--- config.mk ---
export PLATFORM = sky130hd
export DESIGN_NAME = four_wheel_drive_mixer
export DESIGN_NICKNAME = d
export VERILOG_FILES = /design/src/rtl/fwdm_pkg.sv /design/src/rtl/fwdm_front.sv /design/src/rtl/fwdm_queue.sv /design/src/rtl/fwdm_back.sv /design/src/rtl/four_wheel_drive_mixer.sv
export SDC_FILE = /design/constraint.sdc
export NUM_CORES = 2
export LEC_CHECK = 0
export BUFFER_PORTS_ARGS = -buffer_cell sky130_fd_sc_hd__buf_4
export CAP_MARGIN = 20
export CORE_MARGIN = 5
export CORE_UTILIZATION = 50
export DETAILED_ROUTE_END_ITERATION = 10
export MAX_ROUTING_LAYER = met4
export PLACE_DENSITY_LB_ADDON = 0.15
export SLEW_MARGIN = 40
export SYNTH_ARGS = -nofsm -noshare
export SYNTH_HDL_FRONTEND = slang
export SYNTH_SLANG_ARGS = --single-unit
export TNS_END_PERCENT = 20
--- constraint.sdc ---
create_clock -name aclk -period 46.9 [get_ports aclk]
set_input_delay 9.38 -clock aclk [delete_from_list [all_inputs] [get_ports aclk]]
set_output_delay 9.38 -clock aclk [all_outputs]
set_load 0.1 [all_outputs]
--- src/rtl/fwdm_pkg.sv ---
// Shared types and constants for the four-wheel mecanum drive mixer.
`default_nettype none

package fwdm_pkg;

    localparam int WHEELS      = 4;
    localparam int AXIS_W      = 8;
    localparam int SHAPED_W    = 10;   // scaled axis, -257 .. 257
    localparam int SUM_W       = 11;   // wheel sum, -771 .. 771
    localparam int MAG_W       = 10;   // wheel magnitude, 0 .. 771
    localparam int QUO_BITS    = 8;    // normalized magnitude, 0 .. 255
    localparam int NUM_W       = 18;   // magnitude * 255
    localparam int PERIOD_W    = 17;   // pwm_period_top + 1
    localparam int PROD_W      = 24;   // normalized magnitude * period
    localparam int CMP_W       = 17;
    localparam int DB_W        = 7;
    localparam int TOP_W       = 16;

    localparam int FULL_SCALE  = 255;
    localparam int AXIS_SCALE  = 127;

    // x / 255 == (x * RECIP_255) >> RECIP_SHIFT for every x below 2^24
    localparam logic [PROD_W-1:0] RECIP_255   = 24'h808081;
    localparam int                RECIP_SHIFT = 31;

    localparam logic [DB_W-1:0]  DEADBAND_RST = 7'd20;
    localparam logic [TOP_W-1:0] PERIOD_RST   = 16'd999;

    typedef enum logic {
        REG_DEADBAND   = 1'b0,
        REG_PERIOD_TOP = 1'b1
    } reg_sel_t;

    typedef struct packed {
        logic [DB_W-1:0]  deadband;
        logic [TOP_W-1:0] period_top;
    } cfg_t;

    // one classified command waiting for the back end
    typedef struct packed {
        logic [WHEELS-1:0]            pos;
        logic [WHEELS-1:0][MAG_W-1:0] mag;
        logic [MAG_W-1:0]             den;
    } cmd_t;

    typedef struct packed {
        logic full;
        logic empty;
    } q_stat_t;

    typedef struct packed {
        logic [WHEELS-1:0]            fwd;
        logic [WHEELS-1:0][CMP_W-1:0] cmp;
    } res_t;

endpackage

`default_nettype wire

--- src/rtl/fwdm_front.sv ---
// Front end: deadband, axis scaling, mecanum sums, magnitudes and divisor.
`default_nettype none

module fwdm_front import fwdm_pkg::*; (
    input  logic                     aclk,
    input  logic                     aresetn,
    input  logic                     en,
    input  logic                     in_valid,
    input  logic signed [AXIS_W-1:0] forward_axis,
    input  logic signed [AXIS_W-1:0] strafe_axis,
    input  logic signed [AXIS_W-1:0] turn_axis,
    input  logic [DB_W-1:0]          deadband,
    output logic                     out_valid,
    output cmd_t                     out_cmd
);

    function automatic logic signed [SHAPED_W-1:0] shape(
        input logic signed [AXIS_W-1:0] a,
        input logic [DB_W-1:0]          db
    );
        logic signed [AXIS_W:0] ax;
        logic [AXIS_W:0]        m;
        logic [AXIS_W:0]        s;
        ax = {a[AXIS_W-1], a};
        m  = ax[AXIS_W] ? (AXIS_W+1)'(-ax) : (AXIS_W+1)'(ax);
        if (m < (AXIS_W+1)'(db)) begin
            m = '0;
        end
        // m * 255 / 127 == 2m + (m >= 127) for m up to 128
        s = {m[AXIS_W-1:0], 1'b0} + (AXIS_W+1)'(m >= (AXIS_W+1)'(AXIS_SCALE));
        return a[AXIS_W-1] ? -$signed({1'b0, s}) : $signed({1'b0, s});
    endfunction

    logic [1:0]                  vld_reg, vld_next;
    logic signed [SHAPED_W-1:0]  f_reg, s_reg, t_reg;
    cmd_t                        cmd_reg, cmd_next;

    logic signed [SUM_W-1:0]           f_x, s_x, t_x;
    logic signed [WHEELS-1:0][SUM_W-1:0] w;
    logic [MAG_W-1:0]                  max_a, max_b, max_all;

    assign vld_next = {vld_reg[0], in_valid};

    always_comb begin
        f_x = SUM_W'(f_reg);
        s_x = SUM_W'(s_reg);
        t_x = SUM_W'(t_reg);
        w[0] =  f_x + s_x + t_x;
        w[1] =  f_x - s_x - t_x;
        w[2] = -f_x - s_x + t_x;
        w[3] = -f_x + s_x - t_x;
        for (int j = 0; j < WHEELS; j++) begin
            // an element of the packed array reads as unsigned
            cmd_next.pos[j] = ($signed(w[j]) > 0);
            cmd_next.mag[j] = w[j][SUM_W-1] ? MAG_W'(-w[j]) : MAG_W'(w[j]);
        end
        max_a   = (cmd_next.mag[0] > cmd_next.mag[1]) ? cmd_next.mag[0] : cmd_next.mag[1];
        max_b   = (cmd_next.mag[2] > cmd_next.mag[3]) ? cmd_next.mag[2] : cmd_next.mag[3];
        max_all = (max_a > max_b) ? max_a : max_b;
        // below full scale divide by 255 itself, which leaves the magnitude as is
        cmd_next.den = (max_all > MAG_W'(FULL_SCALE)) ? max_all : MAG_W'(FULL_SCALE);
    end

    always_ff @(posedge aclk) begin
        if (!aresetn) begin
            vld_reg <= '0;
        end else if (en) begin
            vld_reg <= vld_next;
        end
    end

    always_ff @(posedge aclk) begin
        if (en) begin
            f_reg   <= shape(forward_axis, deadband);
            s_reg   <= shape(strafe_axis, deadband);
            t_reg   <= shape(turn_axis, deadband);
            cmd_reg <= cmd_next;
        end
    end

    assign out_valid = vld_reg[1];
    assign out_cmd   = cmd_reg;

endmodule

`default_nettype wire

--- src/rtl/fwdm_queue.sv ---
// Short command queue between front end and back end.
`default_nettype none

module fwdm_queue import fwdm_pkg::*; #(
    parameter int DEPTH = 4
) (
    input  logic    aclk,
    input  logic    aresetn,
    input  logic    push,
    input  cmd_t    push_cmd,
    input  logic    pop,
    output cmd_t    pop_cmd,
    output q_stat_t stat
);

    localparam int PTR_W = (DEPTH > 1) ? $clog2(DEPTH) : 1;
    localparam int CNT_W = $clog2(DEPTH + 1);

    cmd_t               mem_reg [DEPTH];
    logic [PTR_W-1:0]   wr_ptr_reg, wr_ptr_next;
    logic [PTR_W-1:0]   rd_ptr_reg, rd_ptr_next;
    logic [CNT_W-1:0]   cnt_reg, cnt_next;

    always_comb begin
        wr_ptr_next = wr_ptr_reg;
        rd_ptr_next = rd_ptr_reg;
        cnt_next    = cnt_reg;
        if (push) begin
            wr_ptr_next = (wr_ptr_reg == PTR_W'(DEPTH - 1)) ? '0 : wr_ptr_reg + 1'b1;
        end
        if (pop) begin
            rd_ptr_next = (rd_ptr_reg == PTR_W'(DEPTH - 1)) ? '0 : rd_ptr_reg + 1'b1;
        end
        if (push && !pop) begin
            cnt_next = cnt_reg + 1'b1;
        end else if (pop && !push) begin
            cnt_next = cnt_reg - 1'b1;
        end
    end

    always_ff @(posedge aclk) begin
        if (!aresetn) begin
            wr_ptr_reg <= '0;
            rd_ptr_reg <= '0;
            cnt_reg    <= '0;
        end else begin
            wr_ptr_reg <= wr_ptr_next;
            rd_ptr_reg <= rd_ptr_next;
            cnt_reg    <= cnt_next;
        end
    end

    always_ff @(posedge aclk) begin
        if (push) begin
            mem_reg[wr_ptr_reg] <= push_cmd;
        end
    end

    assign pop_cmd    = mem_reg[rd_ptr_reg];
    assign stat.full  = (cnt_reg == CNT_W'(DEPTH));
    assign stat.empty = (cnt_reg == '0);

endmodule

`default_nettype wire

--- src/rtl/fwdm_back.sv ---
// Back end: normalizing divider lanes, PWM compare scaling and output skid buffer.
`default_nettype none

module fwdm_back import fwdm_pkg::*; (
    input  logic             aclk,
    input  logic             aresetn,
    input  q_stat_t          q_stat,
    input  cmd_t             q_cmd,
    output logic             q_pop,
    input  logic [TOP_W-1:0] period_top,
    output logic             res_valid,
    input  logic             res_ready,
    output res_t             res
);

    // stages 0..QUO_BITS divide, then product, then compare
    localparam int PROD_ST = QUO_BITS + 1;
    localparam int LAST    = QUO_BITS + 2;

    logic                  en;
    logic [LAST:0]         vld_reg, vld_next;

    logic [WHEELS-1:0][NUM_W-1:0]    rem_reg  [QUO_BITS+1];
    logic [WHEELS-1:0][NUM_W-1:0]    rem_next [QUO_BITS+1];
    logic [WHEELS-1:0][QUO_BITS-1:0] quo_reg  [QUO_BITS+1];
    logic [WHEELS-1:0][QUO_BITS-1:0] quo_next [QUO_BITS+1];
    logic [MAG_W-1:0]                den_reg  [QUO_BITS+1];
    logic [WHEELS-1:0]               pos_reg  [LAST+1];

    logic [PERIOD_W-1:0]             period;
    logic [WHEELS-1:0][PROD_W-1:0]   prod_reg, prod_next;
    logic [WHEELS-1:0][CMP_W-1:0]    cmp_reg, cmp_next;
    logic [2*PROD_W-1:0]             recip_prod [WHEELS];

    res_t  last_res;
    res_t  out_reg, skid_reg;
    logic  out_vld_reg, skid_vld_reg;
    logic  push_out;

    // advance the whole pipe while the skid stage is free
    assign en       = !skid_vld_reg;
    assign q_pop    = en && !q_stat.empty;
    assign vld_next = {vld_reg[LAST-1:0], q_pop};
    assign period   = PERIOD_W'(period_top) + 1'b1;

    always_comb begin
        for (int j = 0; j < WHEELS; j++) begin
            rem_next[0][j] = (NUM_W'(q_cmd.mag[j]) << 8) - NUM_W'(q_cmd.mag[j]);
            quo_next[0][j] = '0;
        end
        for (int k = 1; k <= QUO_BITS; k++) begin
            for (int j = 0; j < WHEELS; j++) begin
                rem_next[k][j] = rem_reg[k-1][j];
                quo_next[k][j] = quo_reg[k-1][j];
                if (rem_reg[k-1][j] >= (NUM_W'(den_reg[k-1]) << (QUO_BITS - k))) begin
                    rem_next[k][j] = rem_reg[k-1][j]
                                   - (NUM_W'(den_reg[k-1]) << (QUO_BITS - k));
                    quo_next[k][j][QUO_BITS-k] = 1'b1;
                end
            end
        end
        for (int j = 0; j < WHEELS; j++) begin
            prod_next[j]  = PROD_W'(quo_reg[QUO_BITS][j]) * PROD_W'(period);
            recip_prod[j] = (2*PROD_W)'(prod_reg[j]) * (2*PROD_W)'(RECIP_255);
            cmp_next[j]   = recip_prod[j][RECIP_SHIFT+CMP_W-1:RECIP_SHIFT];
        end
    end

    always_ff @(posedge aclk) begin
        if (!aresetn) begin
            vld_reg <= '0;
        end else if (en) begin
            vld_reg <= vld_next;
        end
    end

    always_ff @(posedge aclk) begin
        if (en) begin
            den_reg[0] <= q_cmd.den;
            pos_reg[0] <= q_cmd.pos;
            for (int k = 0; k <= QUO_BITS; k++) begin
                rem_reg[k] <= rem_next[k];
                quo_reg[k] <= quo_next[k];
            end
            for (int k = 1; k <= QUO_BITS; k++) begin
                den_reg[k] <= den_reg[k-1];
            end
            for (int k = 1; k <= LAST; k++) begin
                pos_reg[k] <= pos_reg[k-1];
            end
            prod_reg <= prod_next;
            cmp_reg  <= cmp_next;
        end
    end

    assign last_res.fwd = pos_reg[LAST];
    assign last_res.cmp = cmp_reg;
    assign push_out     = en && vld_reg[LAST];

    // output register with a skid stage behind it
    always_ff @(posedge aclk) begin
        if (!aresetn) begin
            out_vld_reg  <= 1'b0;
            skid_vld_reg <= 1'b0;
        end else if (skid_vld_reg) begin
            if (res_ready) begin
                skid_vld_reg <= 1'b0;
            end
        end else if (push_out) begin
            if (!out_vld_reg || res_ready) begin
                out_vld_reg <= 1'b1;
            end else begin
                skid_vld_reg <= 1'b1;
            end
        end else if (res_ready) begin
            out_vld_reg <= 1'b0;
        end
    end

    always_ff @(posedge aclk) begin
        if (skid_vld_reg) begin
            if (res_ready) begin
                out_reg <= skid_reg;
            end
        end else if (push_out) begin
            if (!out_vld_reg || res_ready) begin
                out_reg <= last_res;
            end else begin
                skid_reg <= last_res;
            end
        end
    end

    assign res_valid = out_vld_reg;
    assign res       = out_reg;

endmodule

`default_nettype wire

--- src/rtl/four_wheel_drive_mixer.sv ---
// Mecanum four-wheel mixer: top level with configuration registers.
//
// Input items arrive on s_tvalid/s_tready/s_tdata, one stick command each
// (forward, strafe and turn axes). Every item yields exactly one result item
// on m_tvalid/m_tready/m_tdata with a direction bit and a PWM compare value
// for each of the four wheels.
// The block takes one item per cycle while s_tready is high. With nothing
// stalled, an item goes from the accepting edge to m_tvalid through: the first
// of two front stages, loaded by the accepting edge; the second front stage;
// the command queue; one load stage and eight stages of the normalizing divider
// (one quotient bit each); one stage for magnitude times period; one for the
// reciprocal multiply that divides by 255; and the output register.
// The front end stops taking items only when the command queue is full; the
// back end stops only when its output skid stage is occupied. A stalled
// receiver therefore fills the output stage, then the queue, and only then
// drops s_tready. No item is lost or repeated across a stall.
// Reset empties every stage and the queue and loads deadband 20 and PWM period
// top 999. Registers sit on an APB port (deadband at 0x0, period top at 0x4).
// Write them only while no item is in flight; the block does not enforce this.
`default_nettype none

module four_wheel_drive_mixer import fwdm_pkg::*; #(
    parameter int QUEUE_DEPTH = 4
) (
    input  logic        aclk,
    input  logic        aresetn,
    input  logic        s_tvalid,
    output logic        s_tready,
    // forward_axis [7:0], strafe_axis [15:8], turn_axis [23:16]
    input  logic [23:0] s_tdata,
    output logic        m_tvalid,
    input  logic        m_tready,
    // wheel1_forward [0], wheel1_compare [17:1], wheel2_forward [18],
    // wheel2_compare [35:19], wheel3_forward [36], wheel3_compare [53:37],
    // wheel4_forward [54], wheel4_compare [71:55]
    output logic [71:0] m_tdata,
    input  logic        psel,
    input  logic        penable,
    input  logic        pwrite,
    input  logic [2:0]  paddr,
    input  logic [31:0] pwdata,
    output logic [31:0] prdata,
    output logic        pready
);

    cfg_t     cfg_reg;
    reg_sel_t sel;
    logic     wr_en;

    logic     front_en;
    logic     front_vld;
    cmd_t     front_cmd;
    cmd_t     q_cmd;
    q_stat_t  q_stat;
    logic     q_pop;
    logic     res_valid;
    res_t     res;

    assign pready = 1'b1;
    assign sel    = reg_sel_t'(paddr[2]);
    assign wr_en  = psel && penable && pwrite && pready;

    always_ff @(posedge aclk) begin
        if (!aresetn) begin
            cfg_reg.deadband   <= DEADBAND_RST;
            cfg_reg.period_top <= PERIOD_RST;
        end else if (wr_en) begin
            unique case (sel)
                REG_DEADBAND:   cfg_reg.deadband   <= pwdata[DB_W-1:0];
                REG_PERIOD_TOP: cfg_reg.period_top <= pwdata[TOP_W-1:0];
                default: ;
            endcase
        end
    end

    always_comb begin
        unique case (sel)
            REG_DEADBAND:   prdata = 32'(cfg_reg.deadband);
            REG_PERIOD_TOP: prdata = 32'(cfg_reg.period_top);
            default:        prdata = '0;
        endcase
    end

    // front pipe runs freely until the queue fills
    assign front_en = !q_stat.full;
    assign s_tready = front_en;

    fwdm_front u_front (
        .aclk         (aclk),
        .aresetn      (aresetn),
        .en           (front_en),
        .in_valid     (s_tvalid && s_tready),
        .forward_axis (s_tdata[7:0]),
        .strafe_axis  (s_tdata[15:8]),
        .turn_axis    (s_tdata[23:16]),
        .deadband     (cfg_reg.deadband),
        .out_valid    (front_vld),
        .out_cmd      (front_cmd)
    );

    fwdm_queue #(
        .DEPTH (QUEUE_DEPTH)
    ) u_queue (
        .aclk     (aclk),
        .aresetn  (aresetn),
        .push     (front_en && front_vld),
        .push_cmd (front_cmd),
        .pop      (q_pop),
        .pop_cmd  (q_cmd),
        .stat     (q_stat)
    );

    fwdm_back u_back (
        .aclk       (aclk),
        .aresetn    (aresetn),
        .q_stat     (q_stat),
        .q_cmd      (q_cmd),
        .q_pop      (q_pop),
        .period_top (cfg_reg.period_top),
        .res_valid  (res_valid),
        .res_ready  (m_tready),
        .res        (res)
    );

    assign m_tvalid = res_valid;
    assign m_tdata  = {res.cmp[3], res.fwd[3], res.cmp[2], res.fwd[2],
                       res.cmp[1], res.fwd[1], res.cmp[0], res.fwd[0]};

endmodule

`default_nettype wire

==> reports/metrics.cfg <==
[outcome]
status=finished clean

[global_route]
grt_pass1_vias=65900
track_usage_pct=21.8
gr-total-overflow=0
grt_start_max_net_pins=107
antenna_found_initial=4
grt_pass1_wl_mm=357

[logic_synthesis]
ys_types=86
synth_top_area_share_pct=42.0
async_reset_ff_share_pct=0
yosys.area.top_type=edfxtp_1
ys_ff_latch=1473
yosys_warnings=0
netlist_area_mm2=0.102
syn_inst=8979
ys.flop_type=edfxtp_1
synthTopCellsByArea=edfxtp_1, ha_1, fa_1
synth_edf_count=1426
yosysSeqAreaShare_pct=42.9
synthTopCellsByCount=edfxtp_1, ha_1, inv_1
synth.avg_cell_area_um2=11.4
yosysMostFrequentCell=edfxtp_1

[sta]
finalSetupViolCount=0
finalHoldViolCount=0
layout_min_cycle_time_ns=19.58
relSlewSlack_pct=42.8
skew_ns=0.0437
slew_violations=0
fmax_mhz=51.1
tns_ns=0
fin_crit_sh_pct=41.8
rsz0062_at_grt=false
worst_slew_pin_slew_ns=0.851

[worst_setup_path]
critPathMaxFanout=24
rrSetupSlack_ns=37.22
rr_endpoint=u_front.out_cmd[5]
worstRegToRegCells=37
crit_path_start=paddr[2]
crit-reg2reg-launch=u_front.f_reg[2]
crit_arrival_ns=10.20
cp.required_ns=37.52
crit_type=primary input to output pin
crit_path_start_kind=primary input
end_kind=output pin

[cts]
path_clk_slew_ns=0.06
postCtsResizedCells=0
htree_levels=4
clk-insertion-delay-late_ns=0.82
clkSinkCount=1473
cts_buffer_depth=3
cts_tree=yes
cts_hold_buf=0
clockRootBuffer=clkbuf_16
post_cts_buffers=0
numCtsBuffers=164

[flow_run]
cap_viol_max_count=0

[routing]
drt_wl_total_mm=223
firstDrtPassIters=5
ant_nets=0
drcViolationCount=0
first_iter_violations=3969
via_count=64600
viasPerCell=5.40
wl_per_cell_um=18.7

[finish]
nFillCells=17000
largest_reg_flops=560
nNetsFinal=11000
area_delta_synth_final_pct=9.61
utilization_pct=55.2
drive_gt1_share_pct=7.37

[worst_hold_path]
min_path_cells=0
hp-start=u_back.quo_reg[0][203]
hold_class=flop to flop
worstHoldEndpoint=u_back.quo_reg[0][235]

[placement]
dp_hpwl_mm=172
port_buffers=137
place.gp.congestion=0.904

[floorplanning]
fp.coreArea_mm2=0.203
num_io_pins=173
initial_core_util_pct=50.4
num_rows=165
floorplan.die_area_mm2=0.213
die_h_um=462
chipWidth_um=462

-- worst max-delay path: stages --
cell and delay [ns]:
buf_4 0.18, o21ai_0 0.28, buf_4 0.35
-- per-stage QoR --
stage	hold WS [ns]	area (um^2)	setup slack, ns	std cells
3_5_place_dp	0.405	106000	27.32	11700
3_3_place_gp	0.402	106000	27.34	11600
4_1_cts	0.410	112000	27.32	12000
5_1_grt	0.423	112000	27.29	12000
6_report	0.413	112000	27.32	12000
2_1_floorplan	0.400	102000	19.84	8994
-- metal layers --
layer	up-vias	track usage (%)	part of all wire (%)	wire length, um
met4	0	7.97	3.9	8710
met5	-	-	0	0
li1	31800	-	-	-
met2	1183	36.2	48	108000
met3	395	2.46	3.3	7330
met1	31300	27.7	44	99300
-- cell type report --
class,instances,area [um^2],share of cell area [%]
multi-input combinational,6211,53600,47.9
sequential,1473,43800,39.1
clock buffer,193,4210,3.77
inverter,1101,4140,3.70
tap,2672,3340,2.99
timing repair buffer,197,1590,1.42
clock inverter,110,1180,1.05
antenna,6,15.0,0.0134
-- layout by cell type (no fill, tap or decap), drive strengths merged, types with 187 or more instances in the layout --
| master | Yosys | layout |
|---|---|---|
| a21oi | 351 | 351 |
| and2 | 283 | 283 |
| buf | 29 | 197 |
| clkbuf | 180 | 193 |
| edfxtp | 1426 | 1426 |
| fa | 490 | 490 |
| ha | 1287 | 1287 |
| inv | 1099 | 1109 |
| nand2 | 753 | 753 |
| nor2 | 486 | 486 |
| o21ai | 367 | 367 |
| xnor2 | 350 | 350 |
| xor2 | 187 | 187 |
-- worst max path at each step --
stage	endpoint	depth (start not counted)	slack, ns
finish	prdata[6]	3	27.32
global route	prdata[4]	4	27.29
CTS	prdata[0]	3	27.32
detailed placement	prdata[0]	3	27.32
global placement	prdata[0]	3	27.34
floorplan	u_back.skid_reg[0]	4	19.84
-- cell families after synthesis --
kind of cell | share of synthesized area [%]
DFF | 42.9
buffers and inverters | 4.89
AOI/OAI and AO/OA | 8.09
and+or+nand+nor | 11.2
adders and majority gates | 25.4
xor gates and xnor gates | 4.62
other | 0.00736
muxes | 2.89
Power is not shown: default switching activity piles up to over one toggle a cycle in this logic, so the estimate is an artifact.
